<file path="src/rtl/spf_pkg.sv">
// ----------------------------------------------------------------------------
// spf_pkg
// Shared types and codes for the scanline polygon fill block.
// ----------------------------------------------------------------------------
package spf_pkg;

	localparam int MAX_RESULTS = 8;

	localparam logic OP_LOAD = 1'b0;
	localparam logic OP_SCAN = 1'b1;

	localparam logic [1:0] STAT_SPAN    = 2'd0;
	localparam logic [1:0] STAT_EMPTY   = 2'd1;
	localparam logic [1:0] STAT_DONE    = 2'd2;
	localparam logic [1:0] STAT_INVALID = 2'd3;

	typedef enum logic [3:0] {
		ST_IDLE,
		ST_BSTART,
		ST_BWAIT,
		ST_BEDGE,
		ST_BDIV,
		ST_BNEXT,
		ST_SWAIT,
		ST_SUPD,
		ST_SPAIR,
		ST_SFIN,
		ST_ERR,
		ST_DONE
	} spf_state_t;

	typedef enum logic [2:0] {
		PUSH_ERR,
		PUSH_DONE,
		PUSH_EMPTY,
		PUSH_SPAN_MORE,
		PUSH_SPAN_LAST
	} push_sel_t;

	typedef struct packed {
		logic      load;
		logic      bi_init;
		logic      bi_next;
		logic      edge_calc;
		logic      edge_write;
		logic      build_done;
		logic      scan_init;
		logic      scan_upd;
		logic      pair_take;
		logic      push;
		push_sel_t push_sel;
		logic      line_inc;
	} spf_cmd_t;

	typedef struct packed {
		logic nv_small;
		logic bi_end;
		logic edge_flat;
		logic div_done;
		logic ready;
		logic past_top;
		logic scan_end;
		logic can_pair;
		logic pair_ok;
		logic pend;
		logic slot_free;
	} spf_sts_t;

endpackage

</file>
<file path="src/rtl/scanline_polygon_fill.sv">
// Closing vertex: build start, then per polygon edge an edge RAM read, the edge
// calculation, the serial slope divider (skipped for flat edges) and the edge write.
// Scanline step: accept, then per built edge an edge RAM read and then update and
// sort insert, leave the edge loop, take each x pair, and close; a result may
// also wait in the output register. Asynchronous reset clears control state.
// ----------------------------------------------------------------------------
// scanline_polygon_fill
// Scanline polygon fill with an active edge table, spans reported per line.
// ----------------------------------------------------------------------------
module scanline_polygon_fill #(
	parameter int MAX_VERTICES = 16,
	parameter int COORD_BITS   = 10,
	parameter int FRAC_BITS    = 16
) (
	input  logic                  clk,
	input  logic                  arst_n,
	input  logic                  in_valid,
	output logic                  in_ready,
	input  logic                  opcode,
	input  logic [COORD_BITS-1:0] vertex_x,
	input  logic [COORD_BITS-1:0] vertex_y,
	input  logic                  last_vertex,
	output logic                  out_valid,
	input  logic                  out_ready,
	output logic [COORD_BITS-1:0] scan_line,
	output logic [COORD_BITS-1:0] span_first,
	output logic [COORD_BITS-1:0] span_final,
	output logic [1:0]            status,
	output logic                  last_of_run
);

	import spf_pkg::*;

	spf_cmd_t cmd;
	spf_sts_t sts;

	spf_ctrl u_ctrl (
		.clk         (clk),
		.arst_n      (arst_n),
		.in_valid    (in_valid),
		.in_ready    (in_ready),
		.opcode      (opcode),
		.last_vertex (last_vertex),
		.sts         (sts),
		.cmd         (cmd)
	);

	spf_datapath #(
		.MAX_VERTICES (MAX_VERTICES),
		.COORD_BITS   (COORD_BITS),
		.FRAC_BITS    (FRAC_BITS)
	) u_dp (
		.clk         (clk),
		.arst_n      (arst_n),
		.cmd         (cmd),
		.sts         (sts),
		.vertex_x    (vertex_x),
		.vertex_y    (vertex_y),
		.last_vertex (last_vertex),
		.out_valid   (out_valid),
		.out_ready   (out_ready),
		.scan_line   (scan_line),
		.span_first  (span_first),
		.span_final  (span_final),
		.status      (status),
		.last_of_run (last_of_run)
	);

endmodule

</file>
<file path="src/rtl/spf_ram.sv">
// ----------------------------------------------------------------------------
// spf_ram
// Generic single-write, single-read RAM with a registered read port.
// ----------------------------------------------------------------------------
module spf_ram #(
	parameter int WIDTH = 8,
	parameter int DEPTH = 16
) (
	input  logic                     clk,
	input  logic                     we,
	input  logic [$clog2(DEPTH)-1:0] waddr,
	input  logic [WIDTH-1:0]         wdata,
	input  logic [$clog2(DEPTH)-1:0] raddr,
	output logic [WIDTH-1:0]         rdata
);

	logic [WIDTH-1:0] mem_q [DEPTH];

	always_ff @(posedge clk) begin
		if (we) begin
			mem_q[waddr] <= wdata;
		end
		rdata <= mem_q[raddr];
	end

endmodule

</file>
<file path="src/rtl/spf_div.sv">
// ----------------------------------------------------------------------------
// spf_div
// Restoring unsigned divider, one quotient bit per cycle.
// ----------------------------------------------------------------------------
module spf_div #(
	parameter int COORD_BITS = 10,
	parameter int FRAC_BITS  = 16
) (
	input  logic                            clk,
	input  logic                            arst_n,
	input  logic                            start,
	input  logic [COORD_BITS+FRAC_BITS-1:0] dividend,
	input  logic [COORD_BITS-1:0]           divisor,
	output logic [COORD_BITS+FRAC_BITS-1:0] quotient,
	output logic                            done
);

	localparam int DW   = COORD_BITS + FRAC_BITS;
	localparam int CNTW = $clog2(DW + 1);

	logic            busy_q;
	logic            done_q;
	logic [CNTW-1:0] cnt_q;
	logic [COORD_BITS-1:0] rem_q;
	logic [COORD_BITS-1:0] dv_q;
	logic [DW-1:0]   dq_q;
	logic [COORD_BITS:0] rs;
	logic [COORD_BITS:0] diff;
	logic            ge;

	assign rs   = {rem_q, dq_q[DW-1]};
	assign ge   = rs >= {1'b0, dv_q};
	assign diff = rs - {1'b0, dv_q};

	always_ff @(posedge clk or negedge arst_n) begin
		if (!arst_n) begin
			busy_q <= 1'b0;
			done_q <= 1'b0;
			cnt_q  <= '0;
		end else begin
			done_q <= 1'b0;
			if (start) begin
				busy_q <= 1'b1;
				cnt_q  <= '0;
			end else if (busy_q) begin
				cnt_q <= cnt_q + 1'b1;
				if (cnt_q == CNTW'(DW - 1)) begin
					busy_q <= 1'b0;
					done_q <= 1'b1;
				end
			end
		end
	end

	always_ff @(posedge clk) begin
		if (start) begin
			dq_q  <= dividend;
			rem_q <= '0;
			dv_q  <= divisor;
		end else if (busy_q) begin
			rem_q <= ge ? diff[COORD_BITS-1:0] : rs[COORD_BITS-1:0];
			dq_q  <= {dq_q[DW-2:0], ge};
		end
	end

	assign quotient = dq_q;
	assign done     = done_q;

endmodule

</file>
<file path="src/rtl/spf_datapath.sv">
// ----------------------------------------------------------------------------
// spf_datapath
// Vertex and edge stores, slope divider, active x sorter, span pairing and
// the output register.
// ----------------------------------------------------------------------------
module spf_datapath #(
	parameter int MAX_VERTICES = 16,
	parameter int COORD_BITS   = 10,
	parameter int FRAC_BITS    = 16
) (
	input  logic                  clk,
	input  logic                  arst_n,
	input  spf_pkg::spf_cmd_t     cmd,
	output spf_pkg::spf_sts_t     sts,
	input  logic [COORD_BITS-1:0] vertex_x,
	input  logic [COORD_BITS-1:0] vertex_y,
	input  logic                  last_vertex,
	output logic                  out_valid,
	input  logic                  out_ready,
	output logic [COORD_BITS-1:0] scan_line,
	output logic [COORD_BITS-1:0] span_first,
	output logic [COORD_BITS-1:0] span_final,
	output logic [1:0]            status,
	output logic                  last_of_run
);

	import spf_pkg::*;

	localparam int C   = COORD_BITS;
	localparam int F   = FRAC_BITS;
	localparam int AW  = $clog2(MAX_VERTICES);
	localparam int CW  = $clog2(MAX_VERTICES + 1);
	localparam int XW  = C + F + 2;
	localparam int RW  = C + 2;
	localparam int DW  = C + F;
	localparam int EW  = 2 * XW + 2 * C;
	localparam int FW  = $clog2(MAX_RESULTS + 1);
	localparam logic signed [XW-1:0] HALF = XW'(1) <<< (F - 1);

	// Vertex bookkeeping.
	logic [CW-1:0] vcnt_q, nv_q, bi_q, etot_q, si_q, scnt_q;
	logic [C-1:0]  ymin_q, ymax_q, x0_q, y0_q, prev_x_q, prev_y_q;
	logic [C:0]    cur_line_q;
	logic [C-1:0]  top_q;
	logic          ready_q;
	logic [MAX_VERTICES-1:0] act_q;

	// Edge under construction.
	logic [C-1:0] e_lox_q, e_loy_q, e_hiy_q;
	logic         e_neg_q;

	// Sorted active x values and the span waiting for its successor.
	logic signed [XW-1:0] xs_q [MAX_VERTICES];
	logic signed [XW-1:0] xs_ins [MAX_VERTICES];
	logic [MAX_VERTICES-1:0] gt;
	logic [C-1:0]  pf_q, pl_q;
	logic          pend_q;
	logic [FW-1:0] found_q;

	logic          out_valid_q;
	logic [C-1:0]  line_q, first_q, final_q;
	logic [1:0]    status_q;
	logic          last_q;

	// Vertex RAM.
	logic          store;
	logic          bi_end;
	logic [CW-1:0] new_cnt;
	logic [2*C-1:0] v_rdata;
	logic [C-1:0]  cur_x, cur_y, lox, loy, hix, hiy, adx, dy;
	logic [C:0]    dx;
	logic          lo_prev;

	// Edge RAM.
	logic          e_we;
	logic [AW-1:0] e_waddr;
	logic [EW-1:0] e_wdata, e_rdata;
	logic signed [XW-1:0] r_x, r_s, nx, slope;
	logic [C-1:0]  r_lo, r_top, y;
	logic          a_cur;

	logic [DW-1:0] quo;
	logic          div_done;

	logic signed [RW-1:0] r0, r1;
	logic signed [XW-1:0] t0, t1;
	logic signed [RW:0]   pa, pb;

	assign store   = vcnt_q < CW'(MAX_VERTICES);
	assign new_cnt = store ? vcnt_q + 1'b1 : vcnt_q;
	assign y       = cur_line_q[C-1:0];
	assign bi_end  = bi_q == nv_q;

	spf_ram #(.WIDTH(2 * C), .DEPTH(MAX_VERTICES)) u_vram (
		.clk   (clk),
		.we    (cmd.load && store),
		.waddr (vcnt_q[AW-1:0]),
		.wdata ({vertex_x, vertex_y}),
		.raddr (bi_q[AW-1:0]),
		.rdata (v_rdata)
	);

	// The closing edge runs from the last stored vertex back to vertex zero.
	assign cur_x   = bi_end ? x0_q : v_rdata[2*C-1:C];
	assign cur_y   = bi_end ? y0_q : v_rdata[C-1:0];
	assign lo_prev = prev_y_q < cur_y;
	assign lox     = lo_prev ? prev_x_q : cur_x;
	assign loy     = lo_prev ? prev_y_q : cur_y;
	assign hix     = lo_prev ? cur_x : prev_x_q;
	assign hiy     = lo_prev ? cur_y : prev_y_q;
	assign dx      = {1'b0, hix} - {1'b0, lox};
	assign adx     = dx[C] ? C'(-dx) : dx[C-1:0];
	assign dy      = hiy - loy;

	spf_div #(.COORD_BITS(C), .FRAC_BITS(F)) u_div (
		.clk      (clk),
		.arst_n   (arst_n),
		.start    (cmd.edge_calc && !sts.edge_flat),
		.dividend ({adx, {F{1'b0}}}),
		.divisor  (dy),
		.quotient (quo),
		.done     (div_done)
	);

	assign slope = e_neg_q ? -$signed({2'b00, quo}) : $signed({2'b00, quo});

	assign r_x   = e_rdata[EW-1 -: XW];
	assign r_s   = e_rdata[EW-XW-1 -: XW];
	assign r_lo  = e_rdata[2*C-1:C];
	assign r_top = e_rdata[C-1:0];
	assign nx    = r_x + r_s;
	assign a_cur = act_q[si_q[AW-1:0]];

	always_comb begin
		e_we    = cmd.edge_write || (cmd.scan_upd && a_cur);
		e_waddr = cmd.scan_upd ? si_q[AW-1:0] : etot_q[AW-1:0];
		if (cmd.scan_upd) begin
			e_wdata = {nx, r_s, r_lo, r_top};
		end else begin
			e_wdata = {$signed({2'b00, e_lox_q, {F{1'b0}}}), slope, e_loy_q, e_hiy_q};
		end
	end

	spf_ram #(.WIDTH(EW), .DEPTH(MAX_VERTICES)) u_eram (
		.clk   (clk),
		.we    (e_we),
		.waddr (e_waddr),
		.wdata (e_wdata),
		.raddr (si_q[AW-1:0]),
		.rdata (e_rdata)
	);

	// Insertion into the sorted row: every cell compares against the new x,
	// and the cells above the insertion point take their lower neighbor.
	always_comb begin
		for (int k = 0; k < MAX_VERTICES; k++) begin
			gt[k] = (CW'(k) < scnt_q) && (xs_q[k] > nx);
		end
		for (int k = 0; k < MAX_VERTICES; k++) begin
			if (k > 0 && gt[(k > 0) ? k - 1 : 0]) begin
				xs_ins[k] = xs_q[(k > 0) ? k - 1 : 0];
			end else if (gt[k] || CW'(k) == scnt_q) begin
				xs_ins[k] = nx;
			end else begin
				xs_ins[k] = xs_q[k];
			end
		end
	end

	// Round to nearest by adding one half and flooring.
	assign t0 = (xs_q[0] + HALF) >>> F;
	assign t1 = (xs_q[1] + HALF) >>> F;
	assign r0 = t0[RW-1:0];
	assign r1 = t1[RW-1:0];
	assign pa = {r0[RW-1], r0} + (RW+1)'(1);
	assign pb = {r1[RW-1], r1} - (RW+1)'(1);

	always_comb begin
		sts.nv_small  = nv_q < CW'(3);
		sts.bi_end    = bi_end;
		sts.edge_flat = cur_y == prev_y_q;
		sts.div_done  = div_done;
		sts.ready     = ready_q;
		sts.past_top  = cur_line_q > {1'b0, top_q};
		sts.scan_end  = si_q == etot_q;
		sts.can_pair  = (scnt_q >= CW'(2)) && (found_q < FW'(MAX_RESULTS));
		sts.pair_ok   = pa <= pb;
		sts.pend      = pend_q;
		sts.slot_free = !out_valid_q || out_ready;
	end

	always_ff @(posedge clk or negedge arst_n) begin
		if (!arst_n) begin
			vcnt_q     <= '0;
			nv_q       <= '0;
			bi_q       <= '0;
			etot_q     <= '0;
			si_q       <= '0;
			scnt_q     <= '0;
			cur_line_q <= '0;
			top_q      <= '0;
			ready_q    <= 1'b0;
			act_q      <= '0;
			pend_q     <= 1'b0;
			found_q    <= '0;
			out_valid_q <= 1'b0;
		end else begin
			if (cmd.load) begin
				if (vcnt_q == '0 && !last_vertex) begin
					ready_q <= 1'b0;
					act_q   <= '0;
				end
				if (last_vertex) begin
					vcnt_q  <= '0;
					nv_q    <= new_cnt;
					etot_q  <= '0;
					act_q   <= '0;
					ready_q <= 1'b0;
				end else begin
					vcnt_q <= new_cnt;
				end
			end
			if (cmd.bi_init) begin
				bi_q <= CW'(1);
			end
			if (cmd.bi_next) begin
				bi_q <= bi_q + 1'b1;
			end
			if (cmd.edge_write) begin
				etot_q <= etot_q + 1'b1;
			end
			if (cmd.build_done) begin
				cur_line_q <= {1'b0, ymin_q};
				top_q      <= ymax_q;
				ready_q    <= 1'b1;
			end
			if (cmd.scan_init) begin
				si_q    <= '0;
				scnt_q  <= '0;
				pend_q  <= 1'b0;
				found_q <= '0;
			end
			if (cmd.scan_upd) begin
				act_q[si_q[AW-1:0]] <= (a_cur && r_top != y) || r_lo == y;
				si_q <= si_q + 1'b1;
				if (a_cur) begin
					scnt_q <= scnt_q + 1'b1;
				end
			end
			if (cmd.pair_take) begin
				scnt_q <= scnt_q - CW'(2);
				if (sts.pair_ok) begin
					pend_q  <= 1'b1;
					found_q <= found_q + 1'b1;
				end
			end
			if (cmd.line_inc) begin
				cur_line_q <= cur_line_q + 1'b1;
			end
			if (cmd.push) begin
				out_valid_q <= 1'b1;
			end else if (out_ready) begin
				out_valid_q <= 1'b0;
			end
		end
	end

	always_ff @(posedge clk) begin
		if (cmd.load && vcnt_q == '0) begin
			x0_q     <= vertex_x;
			y0_q     <= vertex_y;
			prev_x_q <= vertex_x;
			prev_y_q <= vertex_y;
			ymin_q   <= vertex_y;
			ymax_q   <= vertex_y;
		end else if (cmd.load && store) begin
			if (vertex_y < ymin_q) begin
				ymin_q <= vertex_y;
			end
			if (vertex_y > ymax_q) begin
				ymax_q <= vertex_y;
			end
		end
		if (cmd.edge_calc) begin
			prev_x_q <= cur_x;
			prev_y_q <= cur_y;
			e_lox_q  <= lox;
			e_loy_q  <= loy;
			e_hiy_q  <= hiy;
			e_neg_q  <= dx[C];
		end
		if (cmd.scan_upd && a_cur) begin
			for (int k = 0; k < MAX_VERTICES; k++) begin
				xs_q[k] <= xs_ins[k];
			end
		end
		if (cmd.pair_take) begin
			for (int k = 0; k < MAX_VERTICES - 2; k++) begin
				xs_q[k] <= xs_q[k + 2];
			end
			if (sts.pair_ok) begin
				pf_q <= pa[RW] ? '0 : pa[C-1:0];
				pl_q <= pb[RW] ? '0 : pb[C-1:0];
			end
		end
		if (cmd.push) begin
			case (cmd.push_sel)
				PUSH_ERR: begin
					line_q   <= '0;
					first_q  <= '0;
					final_q  <= '0;
					status_q <= STAT_INVALID;
					last_q   <= 1'b1;
				end
				PUSH_DONE: begin
					line_q   <= top_q;
					first_q  <= '0;
					final_q  <= '0;
					status_q <= STAT_DONE;
					last_q   <= 1'b1;
				end
				PUSH_SPAN_MORE, PUSH_SPAN_LAST: begin
					line_q   <= y;
					first_q  <= pf_q;
					final_q  <= pl_q;
					status_q <= STAT_SPAN;
					last_q   <= cmd.push_sel == PUSH_SPAN_LAST;
				end
				default: begin
					line_q   <= y;
					first_q  <= '0;
					final_q  <= '0;
					status_q <= STAT_EMPTY;
					last_q   <= 1'b1;
				end
			endcase
		end
	end

	assign out_valid   = out_valid_q;
	assign scan_line   = line_q;
	assign span_first  = first_q;
	assign span_final  = final_q;
	assign status      = status_q;
	assign last_of_run = last_q;

endmodule

</file>
<file path="src/rtl/spf_ctrl.sv">
// ----------------------------------------------------------------------------
// spf_ctrl
// Sequencer for vertex loading, edge table build and scanline processing.
// ----------------------------------------------------------------------------
module spf_ctrl (
	input  logic              clk,
	input  logic              arst_n,
	input  logic              in_valid,
	output logic              in_ready,
	input  logic              opcode,
	input  logic              last_vertex,
	input  spf_pkg::spf_sts_t sts,
	output spf_pkg::spf_cmd_t cmd
);

	import spf_pkg::*;

	spf_state_t state_q, state_nxt;

	always_ff @(posedge clk or negedge arst_n) begin
		if (!arst_n) begin
			state_q <= ST_IDLE;
		end else begin
			state_q <= state_nxt;
		end
	end

	always_comb begin
		state_nxt = state_q;
		case (state_q)
			ST_IDLE: begin
				if (in_valid) begin
					if (opcode == OP_LOAD) begin
						state_nxt = last_vertex ? ST_BSTART : ST_IDLE;
					end else if (!sts.ready) begin
						state_nxt = ST_ERR;
					end else if (sts.past_top) begin
						state_nxt = ST_DONE;
					end else begin
						state_nxt = ST_SWAIT;
					end
				end
			end
			ST_BSTART: state_nxt = sts.nv_small ? ST_IDLE : ST_BWAIT;
			ST_BWAIT:  state_nxt = ST_BEDGE;
			ST_BEDGE:  state_nxt = sts.edge_flat ? ST_BNEXT : ST_BDIV;
			ST_BDIV: begin
				if (sts.div_done) begin
					state_nxt = ST_BNEXT;
				end
			end
			ST_BNEXT:  state_nxt = sts.bi_end ? ST_IDLE : ST_BWAIT;
			ST_SWAIT:  state_nxt = sts.scan_end ? ST_SPAIR : ST_SUPD;
			ST_SUPD:   state_nxt = ST_SWAIT;
			ST_SPAIR: begin
				if (!sts.can_pair) begin
					state_nxt = ST_SFIN;
				end
			end
			ST_SFIN, ST_ERR, ST_DONE: begin
				if (sts.slot_free) begin
					state_nxt = ST_IDLE;
				end
			end
			default: state_nxt = ST_IDLE;
		endcase
	end

	always_comb begin
		cmd      = '0;
		cmd.push_sel = PUSH_EMPTY;
		in_ready = state_q == ST_IDLE;
		case (state_q)
			ST_IDLE: begin
				if (in_valid) begin
					cmd.load      = opcode == OP_LOAD;
					cmd.scan_init = opcode == OP_SCAN && sts.ready && !sts.past_top;
				end
			end
			ST_BSTART: cmd.bi_init = !sts.nv_small;
			ST_BEDGE:  cmd.edge_calc = 1'b1;
			ST_BDIV:   cmd.edge_write = sts.div_done;
			ST_BNEXT: begin
				cmd.build_done = sts.bi_end;
				cmd.bi_next    = !sts.bi_end;
			end
			ST_SWAIT: ;
			ST_SUPD:  cmd.scan_upd = 1'b1;
			ST_SPAIR: begin
				// A new span releases the held one, which then cannot be the last.
				if (sts.can_pair) begin
					if (sts.pair_ok && sts.pend) begin
						cmd.pair_take = sts.slot_free;
						cmd.push      = sts.slot_free;
						cmd.push_sel  = PUSH_SPAN_MORE;
					end else begin
						cmd.pair_take = 1'b1;
					end
				end
			end
			ST_SFIN: begin
				cmd.push     = sts.slot_free;
				cmd.line_inc = sts.slot_free;
				cmd.push_sel = sts.pend ? PUSH_SPAN_LAST : PUSH_EMPTY;
			end
			ST_ERR: begin
				cmd.push     = sts.slot_free;
				cmd.push_sel = PUSH_ERR;
			end
			ST_DONE: begin
				cmd.push     = sts.slot_free;
				cmd.push_sel = PUSH_DONE;
			end
			default: ;
		endcase
	end

endmodule

</file>
<file path="config.mk">
export PLATFORM = sky130hd
export DESIGN_NAME = scanline_polygon_fill
export DESIGN_NICKNAME = d
export VERILOG_FILES = /design/src/rtl/spf_pkg.sv /design/src/rtl/scanline_polygon_fill.sv /design/src/rtl/spf_ram.sv /design/src/rtl/spf_div.sv /design/src/rtl/spf_datapath.sv /design/src/rtl/spf_ctrl.sv
export SDC_FILE = /design/constraint.sdc
export NUM_CORES = 2
export LEC_CHECK = 0
export BUFFER_PORTS_ARGS = -buffer_cell sky130_fd_sc_hd__buf_2
export CORE_MARGIN = 5
export CORE_UTILIZATION = 65
export DETAILED_ROUTE_END_ITERATION = 8
export GPL_TIMING_DRIVEN = 0
export PLACE_DENSITY = 0.85
export SLEW_MARGIN = 10
export SYNTH_ARGS = -nofsm -noshare
export SYNTH_HDL_FRONTEND = slang
export SYNTH_SLANG_ARGS = --single-unit
</file>
<file path="constraint.sdc">
create_clock -name clk -period 15.55 [get_ports clk]
set_clock_uncertainty 0.2 [all_clocks]
set_input_delay 3.8875 -clock clk [delete_from_list [all_inputs] [get_ports clk]]
set_output_delay 3.8875 -clock clk [all_outputs]
set_load 0.005 [all_outputs]
</file>
### Word level (Yosys, flattened, before mapping)

Memory sizes are Yosys's and may differ from the RTL's. A register that Yosys moved wholly into a read port is not among the register bits.
Cells that the tools add are included.

| cells by class | value |
|---|---|
| add/sub/neg operators | 19 |
| magnitude comparators | 44 |
| multiplexer cells | 152 |
| $mul | 0 |
| divide/modulo/power cells | 0 |
| equality and inequality tests | 39 |
| reductions and logical operators | 78 |
| shift-type cells | 0 |
| bitwise logic cells | 15 |

Operators by type and width:

| operator | count |
|---|---|
| $mux W28 | 46 |
| $gt A28 B28 Y1 | 16 |
| $mux W10 | 18 |
| $mux W5 | 16 |
| $mux W76 | 1 |
| $mux W16 | 4 |
| $add A28 B17 Y28 const B | 2 |
| $mux W26 | 2 |
| $mux W4 | 13 |
| $eq A4 B5 Y1 const A | 8 |
| $lt A4 B5 Y1 const A | 8 |
| $mux W1 | 40 |
| $pmux W4 S10 | 1 |
| $add A5 B1 Y5 const B | 6 |
| $add A28 B28 Y28 | 1 |
| $neg A26 Y28 | 1 |
| $logic_and A1 B1 Y1 | 27 |
| $reduce_bool A2 Y1 | 12 |
| $mux W11 | 2 |
| $eq A10 B10 Y1 | 2 |
| $eq A3 B5 Y1 const A | 4 |
| $lt A10 B10 Y1 | 2 |
| $lt A3 B5 Y1 const A | 4 |
| $pmux W10 S2 | 1 |
| other kinds (53) | 110 |

| word-level totals | value |
|---|---|
| memories kept | 3 |
| register bits | 275 |
| ROM bits | 0 |
| bits in latches | 0 |
| bits in writable memories | 1984 |

Memories:

| memory | words | width | read ports | clocked after memory_dff | write ports | RTL line | text |
|---|---|---|---|---|---|---|---|
| u_dp.u_eram.mem_q | 16 | 76 | 1 | 1 | 1 | spf_ram.sv:17 | `logic [WIDTH-1:0] mem_q [DEPTH];` |
| u_dp.xs_q | 16 | 28 | 16 | 0 | 16 | spf_datapath.sv:53 | `logic signed [XW-1:0] xs_q [MAX_VERTICES];` |
| u_dp.u_vram.mem_q | 16 | 20 | 1 | 1 | 1 | spf_ram.sv:17 |  |

### Longest topological paths before layout

An unclocked memory read counts as a cell.

| logic depth | value |
|---|---|
| depth in word-level cells | 11 |
| mapped depth | 32 |

### By module

A second synthesis with hierarchy kept.

| second synthesis, totals | value |
|---|---|
| cells, all modules | 7635 |
| area total of the unflattened synthesis | 111142.8 µm² |

By module, submodules not included:

| module | area each (µm²) | times used | cells an instance |
|---|---|---|---|
| spf_datapath | 48375.1 | 1 | 4858 |
| spf_ram (u_dp.u_eram) | 46993.8 | 1 | 1952 |
| spf_ram (u_dp.u_vram) | 12530.8 | 1 | 533 |
| spf_div | 2646.3 | 1 | 213 |
| spf_ctrl | 596.8 | 1 | 79 |

### Worst setup path after synthesis

No wires, ideal clock.

| timing | value |
|---|---|
| path type | register to register |
| from | register, netlist name u_dp.u_eram.rdata[20] |
| to | memory u_dp.xs_q[0][56] in the netlist's numbering (enable) |
| required time | 14.898 ns |
| slack | 7.375 ns |
| period minus slack after synthesis | 8.175 ns |
| arrival | 7.523 ns |
| buffers on the path | 2 |
| stages on the path, launching flop included | 26 |
| library setup time | 0.452 ns |
| cell sequence | dfxtp_1 -> ha_1 -> fa_1 -> a21o_1 -> a21oi_1 -> o21bai_1 -> a21oi_1 -> o21ai_0 -> and4b_1 -> o41ai_2 -> o21ai_0 -> a21o_1 -> a21oi_1 -> xnor2_1 -> clkbuf_1 -> inv_1 -> ha_1 -> nand4_1 -> nor2_1 -> a221oi_1 -> o221ai_1 -> or3_1 -> a221oi_1 -> buf_2 -> nor3_1 -> o21ai_0 |

RTL lines:

| what | RTL line |
|---|---|
| end: declaration | spf_datapath.sv:53 |

==> results_dict.tcl <==
set metrics [dict create \
    worstHoldStart "u_dp.found_q[3]" \
    synth_top_area_frac 0.5871 \
    drc 156 \
    grt_pass1_wl_um 513200 \
    area_delta_synth_final_pct 12.50 \
    status "finished, violations left" \
    multi_input_area_um2 39240 \
    grt_max_degree 52 \
    crit_path_end_kind "flop" \
    dr.pass1.iters 9 \
    cp-start-kind "flop" \
    wirelength_um 357400 \
    synth_edf_count 2148 \
    cts_buffers 223 \
    root_buffer "clkbuf_16" \
    drv_slew 0 \
    drtIter0Drc 13754 \
    seq_area_frac_synth 0.6286 \
    layout_common_cells "edfxtp_1, nand2_1, ha_1" \
    dp_hpwl_um 236000 \
    avgSynthCellArea_um2 14.87 \
    fillers 9465 \
    htree_levels 4 \
    hold_class "reg2reg" \
    reg2reg_from "u_dp.u_eram.rdata[20]" \
    max_stage_delay_ps 770 \
    crit_family "compound AO/OA/AOI/OAI gates" \
    whs_path_depth 2 \
    synth_ff_type "edfxtp_1" \
    cts_hold_buf 0 \
    overflow 0 \
    cp_slowest_cell "a2111oi_0" \
    max-cap-violations 1 \
    synth_area_um2 109900 \
    cts_sinks 2355 \
    required_ps 15910 \
    reg2reg_to "u_dp.xs_q[0][56]" \
    ys_ff_latch 2355 \
    core_area_um2 167600 \
    yosysUniqueCellTypes 89 \
    relSlewSlack 0.006798 \
    arrival_ps 10650 \
    final-setup-viol-count 0 \
    yosysWarnings 0 \
    synth_top_area_cell "edfxtp_1" \
    clkSlewWorstSetupHoldPaths_ps 70 \
    worstHoldEndpoint "u_dp.found_q[3]" \
    die-area_um2 177400 \
    clkLatencyLatePin_ps 910 \
    reg2reg_setup_slack_ps 5260 \
    min_period_ps 10290 \
    grt_usage 0.3972 \
    tns_ps 0 \
    tritoncts "yes" \
    synth_area_leaders "edfxtp_1, mux4_2, ha_1" \
    synthArstFlopShare 0.03609 \
    vias_per_cell 7.410 \
    vias 75759 \
    grt_pass1_vias 75420 \
    r2r_cells 27 \
    die_h_um 421.1 \
    crit_fanout 25 \
    grt_antenna_before_repair 17 \
    drive_gt1_frac 0.1467 \
    postRouteAntennaNets 0 \
    initial_utilization 0.6556 \
    critPathKind "reg2reg" \
    syn-num-nets 7995 \
    failed_checks "design-rule violations, max-capacitance violations" \
    post_cts_resized 0 \
    worstMarginPinSlew_ps 1478 \
    io-pin-count 61 \
    fin_nets 8412 \
    fmax_mhz 97.17 \
    rows 150 \
    post-route-period-util 0.6618 \
    die_w_um 421.1 \
    gp_congestion 0.9812 \
    postCtsSetupBuffers 0 \
    layout_commonest_cell "edfxtp_1" \
    detail_route.wl_per_cell_um 34.96 \
    port_buffers 58 \
    worst-path-buf-inv 5 \
    rsz0062_at_grt "false" \
    finalHoldViolCount 0 \
    synth_cells 7390 \
    max-clock-path-buffers 3 \
    regArea_um2 69070 \
]
[worst max-delay path by stage]
stage	end	cells after the start	startpoint	slack, ps
after floorplan	u_dp.xs_q[0][56]	25	u_dp.u_eram.rdata[20]	7370
after global placement	u_dp.xs_q[0][88]	21	u_dp.u_eram.rdata[20]	3150
after detailed placement	u_dp.xs_q[0][61]	26	u_dp.u_eram.rdata[20]	5950
after CTS	u_dp.xs_q[0][66]	26	u_dp.u_eram.rdata[20]	5890
after global routing	u_dp.xs_q[0][56]	27	u_dp.u_eram.rdata[20]	5040
final	u_dp.xs_q[0][56]	27	u_dp.u_eram.rdata[20]	5260
[cell usage after synthesis, drive strengths merged, types with 122 or more instances]
cell	n
dfxtp	122
mux4	485
a21oi	279
nand2	647
ha	576
o21ai	594
a21o	168
mux2i	384
nor2	331
inv	176
clkbuf	295
edfxtp	2148
[sequential cells by signal, summed over array words and instances (netlist names), 11 cells and up]
register	count
u_dp.xs_q	448
u_dp.u_div.quotient	26
u_dp.cur_line_q	11
u_dp.u_eram.rdata	76
u_dp.u_vram.rdata	20
u_dp.u_vram.mem_q	320
u_dp.act_q	16
u_dp.u_eram.mem_q	1216
[kinds of logic (layout without fill, tap and decap cells)]
logic type | after synthesis | after routing | synth area share
compound gates | 1303 | 1303 | 0.07088
simple gates | 1546 | 1546 | 0.06511
fa+ha+maj | 581 | 581 | 0.06632
other cells | 0 | 18 | 0
mux | 903 | 903 | 0.1379
flops | 2355 | 2355 | 0.6286
xor+xnor | 147 | 147 | 0.01196
buf+inv | 555 | 1167 | 0.01920
[routing by layer]
metal  wire, um  GRT usage  up-vias  share of wire
met2     162300     0.6189     7543           0.45
li1           -          -    29692              -
met3      49810     0.1186     1916           0.14
met5         89          0        -        0.00025
met1     114300     0.4879    36594           0.32
met4      31000     0.2597       14          0.087
[area by class of cell]
cell class                      count  area share
Antenna cell                       18   0.0003644
Buffer                            378     0.01185
Clock buffer                      292     0.04931
Clock inverter                    128     0.01231
Inverter                          177    0.005375
Multi-Input combinational cell   4480      0.3175
Sequential cell                  2355      0.5588
Tap cell                         2204     0.02231
Timing Repair Buffer              192     0.02223
[worst reg2reg max path: cells and delay by family (launching register included)]
family / cells / cell delay [ps]
xor+xnor: 1 / 580
fa+ha+maj: 3 / 1140
flops: 1 / 500
compound gates: 13 / 4180
simple gates: 5 / 890
buf+inv: 5 / 2450
[stage by stage]
step	utilization	hold slack [ps]	cells	area, um2	setup WS, ps
after floorplan	-	229.8	7390	109900	7375
after detailed placement	0.6910	256.6	9779	115800	5948
after global routing	0.7373	312.5	10207	123600	5039
after CTS	0.7365	278.2	10199	123400	5886
final	0.7375	293.3	10224	123600	5259
after global placement	0.6738	246.1	9652	112900	3152
Power is left out: the tool's default activity adds up to more than one toggle a clock period on the data nets, which glitch-free logic cannot reach.
